`config.mk`:
```
export PLATFORM = sky130hd
export DESIGN_NAME = half_pel_row_interpolator
export DESIGN_NICKNAME = d
export VERILOG_FILES = /design/src/rtl/hpri_pkg.sv /design/src/rtl/hpri_front.sv /design/src/rtl/hpri_queue.sv /design/src/rtl/hpri_back.sv /design/src/rtl/half_pel_row_interpolator.sv
export VERILOG_INCLUDE_DIRS = /design/src /design/src/rtl
export SDC_FILE = /design/constraint.sdc
export NUM_CORES = 1
export LEC_CHECK = 0
export BUFFER_PORTS_ARGS = -buffer_cell sky130_fd_sc_hd__buf_4
export CORE_MARGIN = 5
export CORE_UTILIZATION = 25
export CTS_BUF_LIST = sky130_fd_sc_hd__clkbuf_4 sky130_fd_sc_hd__clkbuf_8 sky130_fd_sc_hd__clkbuf_16
export DETAILED_ROUTE_END_ITERATION = 10
export GPL_ROUTABILITY_DRIVEN = 0
export PLACE_DENSITY = 0.52
export SLEW_MARGIN = 15
export SYNTH_ARGS = -nofsm -noshare
export SYNTH_HDL_FRONTEND = slang
export SYNTH_SLANG_ARGS = --single-unit
```
`constraint.sdc`:
```
create_clock -name clk -period 38.5 [get_ports clk]
set_input_delay 0 -clock clk [delete_from_list [all_inputs] [get_ports clk]]
set_output_delay 0 -clock clk [all_outputs]
set_load 0.03 [all_outputs]
```
`src/rtl/half_pel_row_interpolator_defines.svh`:
```
// Assertion macros shared by the half-pel row interpolator RTL.
// Depends on nothing; included by the files that carry assertions.
`ifndef HALF_PEL_ROW_INTERPOLATOR_DEFINES_SVH
`define HALF_PEL_ROW_INTERPOLATOR_DEFINES_SVH
`ifndef SYNTHESIS
// Same-cycle implication, disabled while reset is held.
`define HPRI_ASSERT_IMP(label, clk, rst_n, ante, cons) \
  label: assert property (@(posedge clk) disable iff (!rst_n) (ante) |-> (cons)) \
    else $error("hpri assertion failed");
// Next-cycle implication, disabled while reset is held.
`define HPRI_ASSERT_NEXT(label, clk, rst_n, ante, cons) \
  label: assert property (@(posedge clk) disable iff (!rst_n) (ante) |=> (cons)) \
    else $error("hpri assertion failed");
`else
`define HPRI_ASSERT_IMP(label, clk, rst_n, ante, cons)
`define HPRI_ASSERT_NEXT(label, clk, rst_n, ante, cons)
`endif
`endif

```
`src/rtl/hpri_pkg.sv`:
```
// Types and constants of the half-pel row interpolator.
// No dependencies; imported by every module of the block.
package hpri_pkg;

  localparam int ROW_PIXELS    = 8;
  localparam int ACTIVE_PIXELS = (ROW_PIXELS > 8) ? 8 : ROW_PIXELS;
  localparam int PIX_W         = 8;
  localparam int QUEUE_DEPTH   = 2;
  localparam int IN_DATA_W     = 136;
  localparam int OUT_DATA_W    = 64;
  localparam int CFG_INDEX_W   = 2;
  localparam int CFG_DATA_W    = 2;

  typedef enum logic [1:0] {
    MODE_COPY  = 2'd0,
    MODE_HORIZ = 2'd1,
    MODE_VERT  = 2'd2,
    MODE_DIAG  = 2'd3
  } interp_mode_t;

  localparam logic [CFG_INDEX_W-1:0] CFG_IDX_MODE       = 2'd0;
  localparam logic [CFG_INDEX_W-1:0] CFG_IDX_NO_ROUND   = 2'd1;
  localparam logic [CFG_INDEX_W-1:0] CFG_IDX_ACCUMULATE = 2'd2;

  typedef logic [8:0][PIX_W-1:0] ref_row_t;
  typedef logic [7:0][PIX_W-1:0] pix_row_t;

  // One unit of work handed from the front to the back
  typedef struct packed {
    interp_mode_t mode;
    logic         no_round;
    logic         accumulate;
    ref_row_t     cur;
    ref_row_t     prev;
    pix_row_t     dest;
    logic         last;
  } hpri_item_t;

  typedef struct packed {
    logic full;
    logic empty;
  } hpri_q_stat_t;

endpackage

```
`src/rtl/hpri_front.sv`:
```
// Front end: configuration registers, previous-row store, item classification.
// Depends on hpri_pkg.
module hpri_front import hpri_pkg::*; (
  input  logic                   clk,
  input  logic                   rst_n,
  input  logic                   in_tvalid,
  output logic                   in_tready,
  input  logic [IN_DATA_W-1:0]   in_tdata,
  input  logic                   in_tlast,
  input  logic                   in_tuser,
  input  logic                   cfg_valid,
  output logic                   cfg_ready,
  input  logic [CFG_INDEX_W-1:0] cfg_index,
  input  logic [CFG_DATA_W-1:0]  cfg_data,
  input  hpri_q_stat_t           q_stat,
  output logic                   push,
  output hpri_item_t             push_item
);

  interp_mode_t mode_r;
  logic         no_round_r;
  logic         accumulate_r;
  ref_row_t     prev_row_r;
  ref_row_t     cur_row;
  logic         accept;
  logic         drop;

  assign cfg_ready = 1'b1;
  assign in_tready = !q_stat.full;
  assign accept    = in_tvalid && in_tready;
  assign cur_row   = in_tdata[71:0];
  // Priming rows in vertical or diagonal mode only load the row store
  assign drop      = in_tuser && (mode_r == MODE_VERT || mode_r == MODE_DIAG);
  assign push      = accept && !drop;

  always_comb begin
    push_item.mode       = mode_r;
    push_item.no_round   = no_round_r;
    push_item.accumulate = accumulate_r;
    push_item.cur        = cur_row;
    push_item.prev       = prev_row_r;
    push_item.dest       = in_tdata[135:72];
    push_item.last       = in_tlast;
  end

  always_ff @(posedge clk) begin
    if (!rst_n) begin
      mode_r       <= MODE_COPY;
      no_round_r   <= 1'b0;
      accumulate_r <= 1'b0;
    end else if (cfg_valid && cfg_ready) begin
      priority if (cfg_index == CFG_IDX_MODE) begin
        mode_r <= interp_mode_t'(cfg_data[1:0]);
      end else if (cfg_index == CFG_IDX_NO_ROUND) begin
        no_round_r <= cfg_data[0];
      end else if (cfg_index == CFG_IDX_ACCUMULATE) begin
        accumulate_r <= cfg_data[0];
      end
    end
  end

  // Every accepted row becomes the previous row, dropped or not
  always_ff @(posedge clk) begin
    if (accept) begin
      prev_row_r <= cur_row;
    end
  end

endmodule

```
`src/rtl/hpri_queue.sv`:
```
// Short queue between front and back of the half-pel row interpolator.
// Depends on hpri_pkg and the assertion macro header.
`include "half_pel_row_interpolator_defines.svh"
module hpri_queue import hpri_pkg::*; (
  input  logic         clk,
  input  logic         rst_n,
  input  logic         push,
  input  hpri_item_t   push_item,
  input  logic         pop,
  output hpri_item_t   pop_item,
  output hpri_q_stat_t q_stat
);

  localparam int PTR_W = (QUEUE_DEPTH > 1) ? $clog2(QUEUE_DEPTH) : 1;
  localparam int CNT_W = $clog2(QUEUE_DEPTH + 1);
  localparam logic [CNT_W-1:0] CNT_ONE  = CNT_W'(1);
  localparam logic [CNT_W-1:0] CNT_FULL = CNT_W'(QUEUE_DEPTH);
  localparam logic [PTR_W-1:0] PTR_LAST = PTR_W'(QUEUE_DEPTH - 1);

  hpri_item_t       slot_r [QUEUE_DEPTH];
  logic [PTR_W-1:0] wr_ptr_r, wr_ptr_nxt;
  logic [PTR_W-1:0] rd_ptr_r, rd_ptr_nxt;
  logic [CNT_W-1:0] count_r, count_nxt;

  assign q_stat.full  = (count_r == CNT_FULL);
  assign q_stat.empty = (count_r == '0);
  assign pop_item     = slot_r[rd_ptr_r];

  always_comb begin
    wr_ptr_nxt = wr_ptr_r;
    rd_ptr_nxt = rd_ptr_r;
    count_nxt  = count_r;
    if (push) begin
      wr_ptr_nxt = (wr_ptr_r == PTR_LAST) ? '0 : wr_ptr_r + PTR_W'(1);
    end
    if (pop) begin
      rd_ptr_nxt = (rd_ptr_r == PTR_LAST) ? '0 : rd_ptr_r + PTR_W'(1);
    end
    unique case ({push, pop})
      2'b10:   count_nxt = count_r + CNT_ONE;
      2'b01:   count_nxt = count_r - CNT_ONE;
      default: count_nxt = count_r;
    endcase
  end

  always_ff @(posedge clk) begin
    if (!rst_n) begin
      wr_ptr_r <= '0;
      rd_ptr_r <= '0;
      count_r  <= '0;
    end else begin
      wr_ptr_r <= wr_ptr_nxt;
      rd_ptr_r <= rd_ptr_nxt;
      count_r  <= count_nxt;
    end
  end

  always_ff @(posedge clk) begin
    if (push) begin
      slot_r[wr_ptr_r] <= push_item;
    end
  end

  `HPRI_ASSERT_IMP(a_no_overflow, clk, rst_n, push, !q_stat.full)
  `HPRI_ASSERT_IMP(a_no_underflow, clk, rst_n, pop, !q_stat.empty)
  `HPRI_ASSERT_NEXT(a_count_up, clk, rst_n, push && !pop, count_r == $past(count_r) + CNT_ONE)
  `HPRI_ASSERT_NEXT(a_count_down, clk, rst_n, pop && !push, count_r == $past(count_r) - CNT_ONE)

endmodule

```
`src/rtl/hpri_back.sv`:
```
// Back end: per-pixel bilinear averaging and the output register.
// Depends on hpri_pkg.
module hpri_back import hpri_pkg::*; (
  input  logic                  clk,
  input  logic                  rst_n,
  input  hpri_q_stat_t          q_stat,
  input  hpri_item_t            pop_item,
  output logic                  pop,
  output logic                  out_tvalid,
  input  logic                  out_tready,
  output logic [OUT_DATA_W-1:0] out_tdata,
  output logic                  out_tlast
);

  logic                  out_valid_r;
  logic [OUT_DATA_W-1:0] out_pixels_r;
  logic                  out_last_r;
  pix_row_t              result;

  function automatic logic [PIX_W-1:0] pel_calc(
    input interp_mode_t     mode,
    input logic             no_round,
    input logic             accumulate,
    input logic [PIX_W-1:0] a,
    input logic [PIX_W-1:0] b,
    input logic [PIX_W-1:0] c,
    input logic [PIX_W-1:0] d,
    input logic [PIX_W-1:0] dst
  );
    logic [PIX_W+1:0] sum;
    logic [PIX_W-1:0] v;
    logic [PIX_W:0]   acc;
    sum = '0;
    v   = a;
    unique case (mode)
      MODE_COPY: begin
        v = a;
      end
      MODE_HORIZ: begin
        sum = {2'b00, a} + {2'b00, b} + {9'd0, !no_round};
        v   = sum[PIX_W:1];
      end
      MODE_VERT: begin
        sum = {2'b00, c} + {2'b00, a} + {9'd0, !no_round};
        v   = sum[PIX_W:1];
      end
      MODE_DIAG: begin
        sum = {2'b00, a} + {2'b00, b} + {2'b00, c} + {2'b00, d}
            + (no_round ? 10'd1 : 10'd2);
        v   = sum[PIX_W+1:2];
      end
      default: v = a;
    endcase
    acc = {1'b0, dst} + {1'b0, v} + 9'd1;
    return accumulate ? acc[PIX_W:1] : v;
  endfunction

  always_comb begin
    result = '0;
    for (int k = 0; k < 8; k++) begin
      if (k < ACTIVE_PIXELS) begin
        result[k] = pel_calc(pop_item.mode, pop_item.no_round, pop_item.accumulate,
                             pop_item.cur[k], pop_item.cur[k+1],
                             pop_item.prev[k], pop_item.prev[k+1],
                             pop_item.dest[k]);
      end
    end
  end

  // Take the head item whenever the output register is free or draining
  assign pop = !q_stat.empty && (!out_valid_r || out_tready);

  always_ff @(posedge clk) begin
    if (!rst_n) begin
      out_valid_r <= 1'b0;
    end else if (pop) begin
      out_valid_r <= 1'b1;
    end else if (out_tready) begin
      out_valid_r <= 1'b0;
    end
  end

  always_ff @(posedge clk) begin
    if (pop) begin
      out_pixels_r <= result;
      out_last_r   <= pop_item.last;
    end
  end

  assign out_tvalid = out_valid_r;
  assign out_tdata  = out_pixels_r;
  assign out_tlast  = out_last_r;

endmodule

```
`src/rtl/half_pel_row_interpolator.sv`:
```
// Top level of the half-pel row interpolator: front, queue and back joined.
// Depends on hpri_pkg, hpri_front, hpri_queue and hpri_back.
//
// Usage
//   Input stream (in_*): one transaction per reference row. tdata carries the
//   eight reference pixels, the pixel to their right and the destination row;
//   tuser flags the first row of a block, tlast the final row.
//   Output stream (out_*): one transaction per interpolated row, tlast copied
//   from the row that caused it. In vertical and diagonal modes a flagged
//   first row only loads the row store and gives no output transaction.
//   Configuration (cfg_*): register writes, always ready; write only while
//   the block is idle. Index 0 mode, 1 no-round, 2 accumulate.
//   Throughput: one row per cycle while out_tready stays high, set by the
//   combinational averaging datapath in the back end. An accepted row passes
//   the queue stage, then the output register, before it appears on out_*.
//   Reset (rst_n low, synchronous): clears configuration, queue and output
//   valid. The row store is not cleared and holds nothing until a row loads it;
//   no clearing pass.
//   Receiver stall: the output register holds; the two-entry queue absorbs
//   rows in flight, after which in_tready falls until the receiver drains.
module half_pel_row_interpolator import hpri_pkg::*; (
  input  logic                   clk,
  input  logic                   rst_n,
  input  logic                   in_tvalid,
  output logic                   in_tready,
  // tdata, low bit up: ref_pixels[63:0], ref_right_pixel[71:64], dest_pixels[135:72]
  input  logic [IN_DATA_W-1:0]   in_tdata,
  input  logic                   in_tlast,
  // tuser: prime_row
  input  logic                   in_tuser,
  output logic                   out_tvalid,
  input  logic                   out_tready,
  // tdata: out_pixels[63:0]
  output logic [OUT_DATA_W-1:0]  out_tdata,
  output logic                   out_tlast,
  input  logic                   cfg_valid,
  output logic                   cfg_ready,
  input  logic [CFG_INDEX_W-1:0] cfg_index,
  input  logic [CFG_DATA_W-1:0]  cfg_data
);

  hpri_q_stat_t q_stat;
  logic         push;
  logic         pop;
  hpri_item_t   push_item;
  hpri_item_t   pop_item;

  // Classify rows and hold the previous row
  hpri_front u_front (
    .clk       (clk),
    .rst_n     (rst_n),
    .in_tvalid (in_tvalid),
    .in_tready (in_tready),
    .in_tdata  (in_tdata),
    .in_tlast  (in_tlast),
    .in_tuser  (in_tuser),
    .cfg_valid (cfg_valid),
    .cfg_ready (cfg_ready),
    .cfg_index (cfg_index),
    .cfg_data  (cfg_data),
    .q_stat    (q_stat),
    .push      (push),
    .push_item (push_item)
  );

  // Decouple the two halves so each may stall on its own
  hpri_queue u_queue (
    .clk       (clk),
    .rst_n     (rst_n),
    .push      (push),
    .push_item (push_item),
    .pop       (pop),
    .pop_item  (pop_item),
    .q_stat    (q_stat)
  );

  // Average and register the result row
  hpri_back u_back (
    .clk        (clk),
    .rst_n      (rst_n),
    .q_stat     (q_stat),
    .pop_item   (pop_item),
    .pop        (pop),
    .out_tvalid (out_tvalid),
    .out_tready (out_tready),
    .out_tdata  (out_tdata),
    .out_tlast  (out_tlast)
  );

endmodule
```
==> results.txt <==
----------------------------------------------------
[Status]
  Result of the run ... completed

[Layout]
  Share of post-route cells with drive strength above 1 ... 0.180
  Net total in the final layout ... 3779
  Register Area ... 17100 µm²
  Total area of multi-input combinational cells ... 17700 µm²
  Fin area ... 43200 µm²
  Finished Layout Cells ... 5167
  Growth of design area from synthesis to finish ... 21.7%
  Layout Utilization ... 0.306
  Fill cells ... 14300

[Logic synthesis]
  Synth Instances ... 2818
  Net Count, Synth ... 3382
  Post-synthesis sequential area ratio ... 0.482
  Mean cell area of the mapped netlist ... 12.6 µm²
  Post-synth EDFFs ... 563
  Synth area leaders ... edfxtp_1 48%, ha_1 11%, mux2_2 6.2%
  Distinct cell type count of the synthesized netlist ... 82
  Share of synthesized flip-flops with an asynchronous set or reset ... 0
  Ys Warns ... 0
  Fraction of synthesized cell area taken by the top area cell type ... 0.476
  Library cell occupying the most area in the post-synthesis netlist ... edfxtp_1
  Synthesis-stage register bit count ... 573
  Most used flip-flop cell after synthesis ... edfxtp_1
  Total standard cell area after synthesis ... 35500 µm²

[Place]
  Placed cell count ... 4884
  Detailed-placement wirelength estimate ... 78800 µm
  Count of port buffers added during placement ... 213
  Placed inst area ... 39500 µm²

[Floorplanning]
  I/O Pins ... 215
  Starting Density ... 0.251
  Die Y ... 387 µm
  Horizontal die dimension ... 387 µm
  Core Footprint ... 141000 µm²
  Die Area ... 150000 µm²
  Total number of placement rows ... 138

[Detailed routing]
  Number of nets with antenna violations after detailed routing ... 0
  Post-DR wirelength/cell ... 20.7 µm
  Pre-Repair DR Iteration Count ... 5
  Remaining design rule violation count ... 0
  Via-per-instance ratio ... 4.65
  Vias post-DR ... 24000
  Final WL ... 107000 µm
  Iteration-0 DRC Markers ... 1525

[Clock tree]
  Clock transition at the register clock pins on the worst setup and hold paths after CTS ... 60 ps
  Post-CTS setup-driven buffer insertion count ... 0
  TritonCTS Sinks ... 573
  Number of buffers inserted during clock tree synthesis ... 69
  Maximum level of the CTS H-tree ... 3
  Clock insertion delay at the later pin of the skew report ... 650 ps
  Clock tree root buffer cell ... clkbuf_16
  Deepest clock path buffer count ... 3
  CTS tree ... done

[Timing]
  Fmax achieved ... 0.129 GHz
  Setup_tns ... 0 ps
  Tightest Pin Transition ... 1210 ps
  Slew Limit Fails ... 0
  Final hold violation count ... 0
  Period utilisation layout ... 0.201
  Number of setup violations in the final report ... 0
  Max transition margin ... 0.183
  Unrepaired setup endpoints after global routing ... false
  Minimum period implied by the final worst setup slack ... 7730 ps
  Worst clock skew on the final layout ... 33.3 ps

[Run]
  Max-cap check violation count ... 0

[Worst setup path]
  Critical path startpoint category ... register
  Maximum fanout along the worst path ... 115
  Startpoint-to-endpoint class of the critical path ... register to register
  Count of buffer and inverter cells on the critical path ... 2
  Critical path, cell by cell ... buf_12 -> mux2i_1 -> inv_1 -> ha_1 -> a21o_1 -> a211oi_1 -> nor2_1 -> fa_1 -> ha_1 -> ha_1 -> nor4bb_1 -> a221oi_2 -> xnor2_1 -> mux4_2 -> ha_1 -> a21o_1 -> a21oi_1 -> nor2b_1 -> o21a_1 -> o21ai_0 -> nand2b_1 -> a211oi_1 -> a31oi_1
  Slowest Stage Delay on Critical Path ... 720 ps
  Crit path max-delay family ... adder cells
  Kind of capture point of the worst setup path ... register
  Register-to-register path setup slack ... 30770 ps
  Number of cells traversed by the worst register-to-register path ... 23
  Worst Path Required ... 38820 ps
  Cell with the most instances on the worst path ... ha_1
  Capture point of the worst reg-to-reg path ... u_back.out_tdata[63]
  Worst path arrival time ... 8050 ps
  CP max stage cell ... dfxtp_4

[Global routing]
  Maximum number of pins on one net before global-route repair ... 147
  Vias in the first global route ... 24000
  First-pass GRT wire length ... 157000 µm
  Number of antenna violations at the first check in global routing ... 21
  Global-route usage over all layers ... 0.138
  Overflow left after global routing ... 0

[Worst hold path]
  Sink of the worst hold path ... u_queue.slot_r[0][42]
  Number of instances on the worst hold path ... 2
  Worst Hold Launch ... in_tdata[113]
  Tightest Hold Check Type ... primary input to register

----------------------------------------------------
[worst max path at each step]
| stage | startpoint | endpoint | slack (ps) | depth (start not counted) |
|---|---|---|---|---|
| 2_1_floorplan | u_queue.count_r[0] | u_queue.wr_ptr_r | 25910 | 5 |
| 5_1_grt | register | u_back.out_tdata[63] | 30350 | 23 |
| 3_3_place_gp | register | u_back.out_tdata[63] | 30890 | 23 |
| 4_1_cts | register | u_back.out_tdata[63] | 30750 | 23 |
| 6_report | register | u_back.out_tdata[63] | 30770 | 23 |
| 3_5_place_dp | register | u_back.out_tdata[63] | 30780 | 23 |
[area by class of cell]
type | count | area share
repair buffers | 393 | 0.0778
well taps | 1890 | 0.0547
multi-input cells | 2054 | 0.409
diodes | 13 | 0.000753
inverters | 124 | 0.0108
clock buffers | 84 | 0.0438
clock inverters | 36 | 0.00698
flip-flops and latches | 573 | 0.396
[repair_timing]
| item | in CTS | in global routing |
|---|---|---|
| gates resized for setup | 0 | 0 |
| hold buffers | 150 | 0 |
| endpoints found under the hold margin | 382 | 0 |
[synthesized netlist by cell type, drive strengths merged, types with 7 or more instances]
cell type and instances:
nor3b 7, nand3 34, a221oi 10, a21oi 158, or4 11, o21bai 17, or3 17, inv 124
a21o 44, o211ai 13, o41ai 10, a22oi 15, xnor2 113, or2 7, nor2b 48, mux4 7
and3 16, dfxtp 10, nand4 11, o21a 39, nand2 123, o22ai 28, o31a 13, nand2b 36
clkbuf 31, a21boi 7, xor2 95, edfxtp 563, ha 314, o31ai 15, buf 36, o221ai 9
mux2i 74, mux2 195, nand3b 7, o21ai 132, nor2 152, fa 103, a211oi 44, a31oi 23
and2 9, nor3 28, nor4 12
[sequential cells by signal (all words and copies together) (netlist names), named ones only]
name / cells
u_queue.slot_r: 426
u_front.push_item: 72
u_back.out_tdata: 64
u_front.mode_r: 2
u_queue.count_r: 2
u_back.out_tlast: 1
u_back.out_tvalid: 1
u_front.accumulate_r: 1
u_front.no_round_r: 1
u_queue.rd_ptr_r: 1
u_queue.wr_ptr_r: 1
[metrics by stage]
stage	worst slack, ps	hold slack, ps
finish	30770	109
global route	30350	84.7
CTS	30750	61.7
detailed placement	30780	188
global placement	30890	187
floorplan	25910	98.9
[per-layer routing]
metal  GRT usage  vias to the layer above  part of all wire
met2       0.224                      631              0.46
met4      0.0365                        6             0.021
met3      0.0309                      117             0.060
met5           0                        -           0.00037
li1            -                    11500                 -
met1       0.187                    11700              0.46
[logic make-up after synthesis]
family,after synthesis,synth area share
other,1,0.000106
muxes,276,0.0877
DFF,573,0.482
and+or+nand+nor,526,0.0729
xor gates and xnor gates,208,0.0513
buffers and inverters,191,0.0219
adders and majority gates,417,0.169
AOI/OAI and AO/OA,626,0.115
[cells in the final DEF, fill, tap and decap left out, types with 123 or more instances in the layout]
cell,n
ha_1,314
nand2_1,123
mux2_2,194
dlygate4sd3_1,150
edfxtp_1,563
o21ai_0,131
buf_4,240
nor2_1,149
inv_1,124
a21oi_1,158
Power is left out: the tool's default activity adds up to more than one toggle a clock period on the data nets, which glitch-free logic cannot reach.
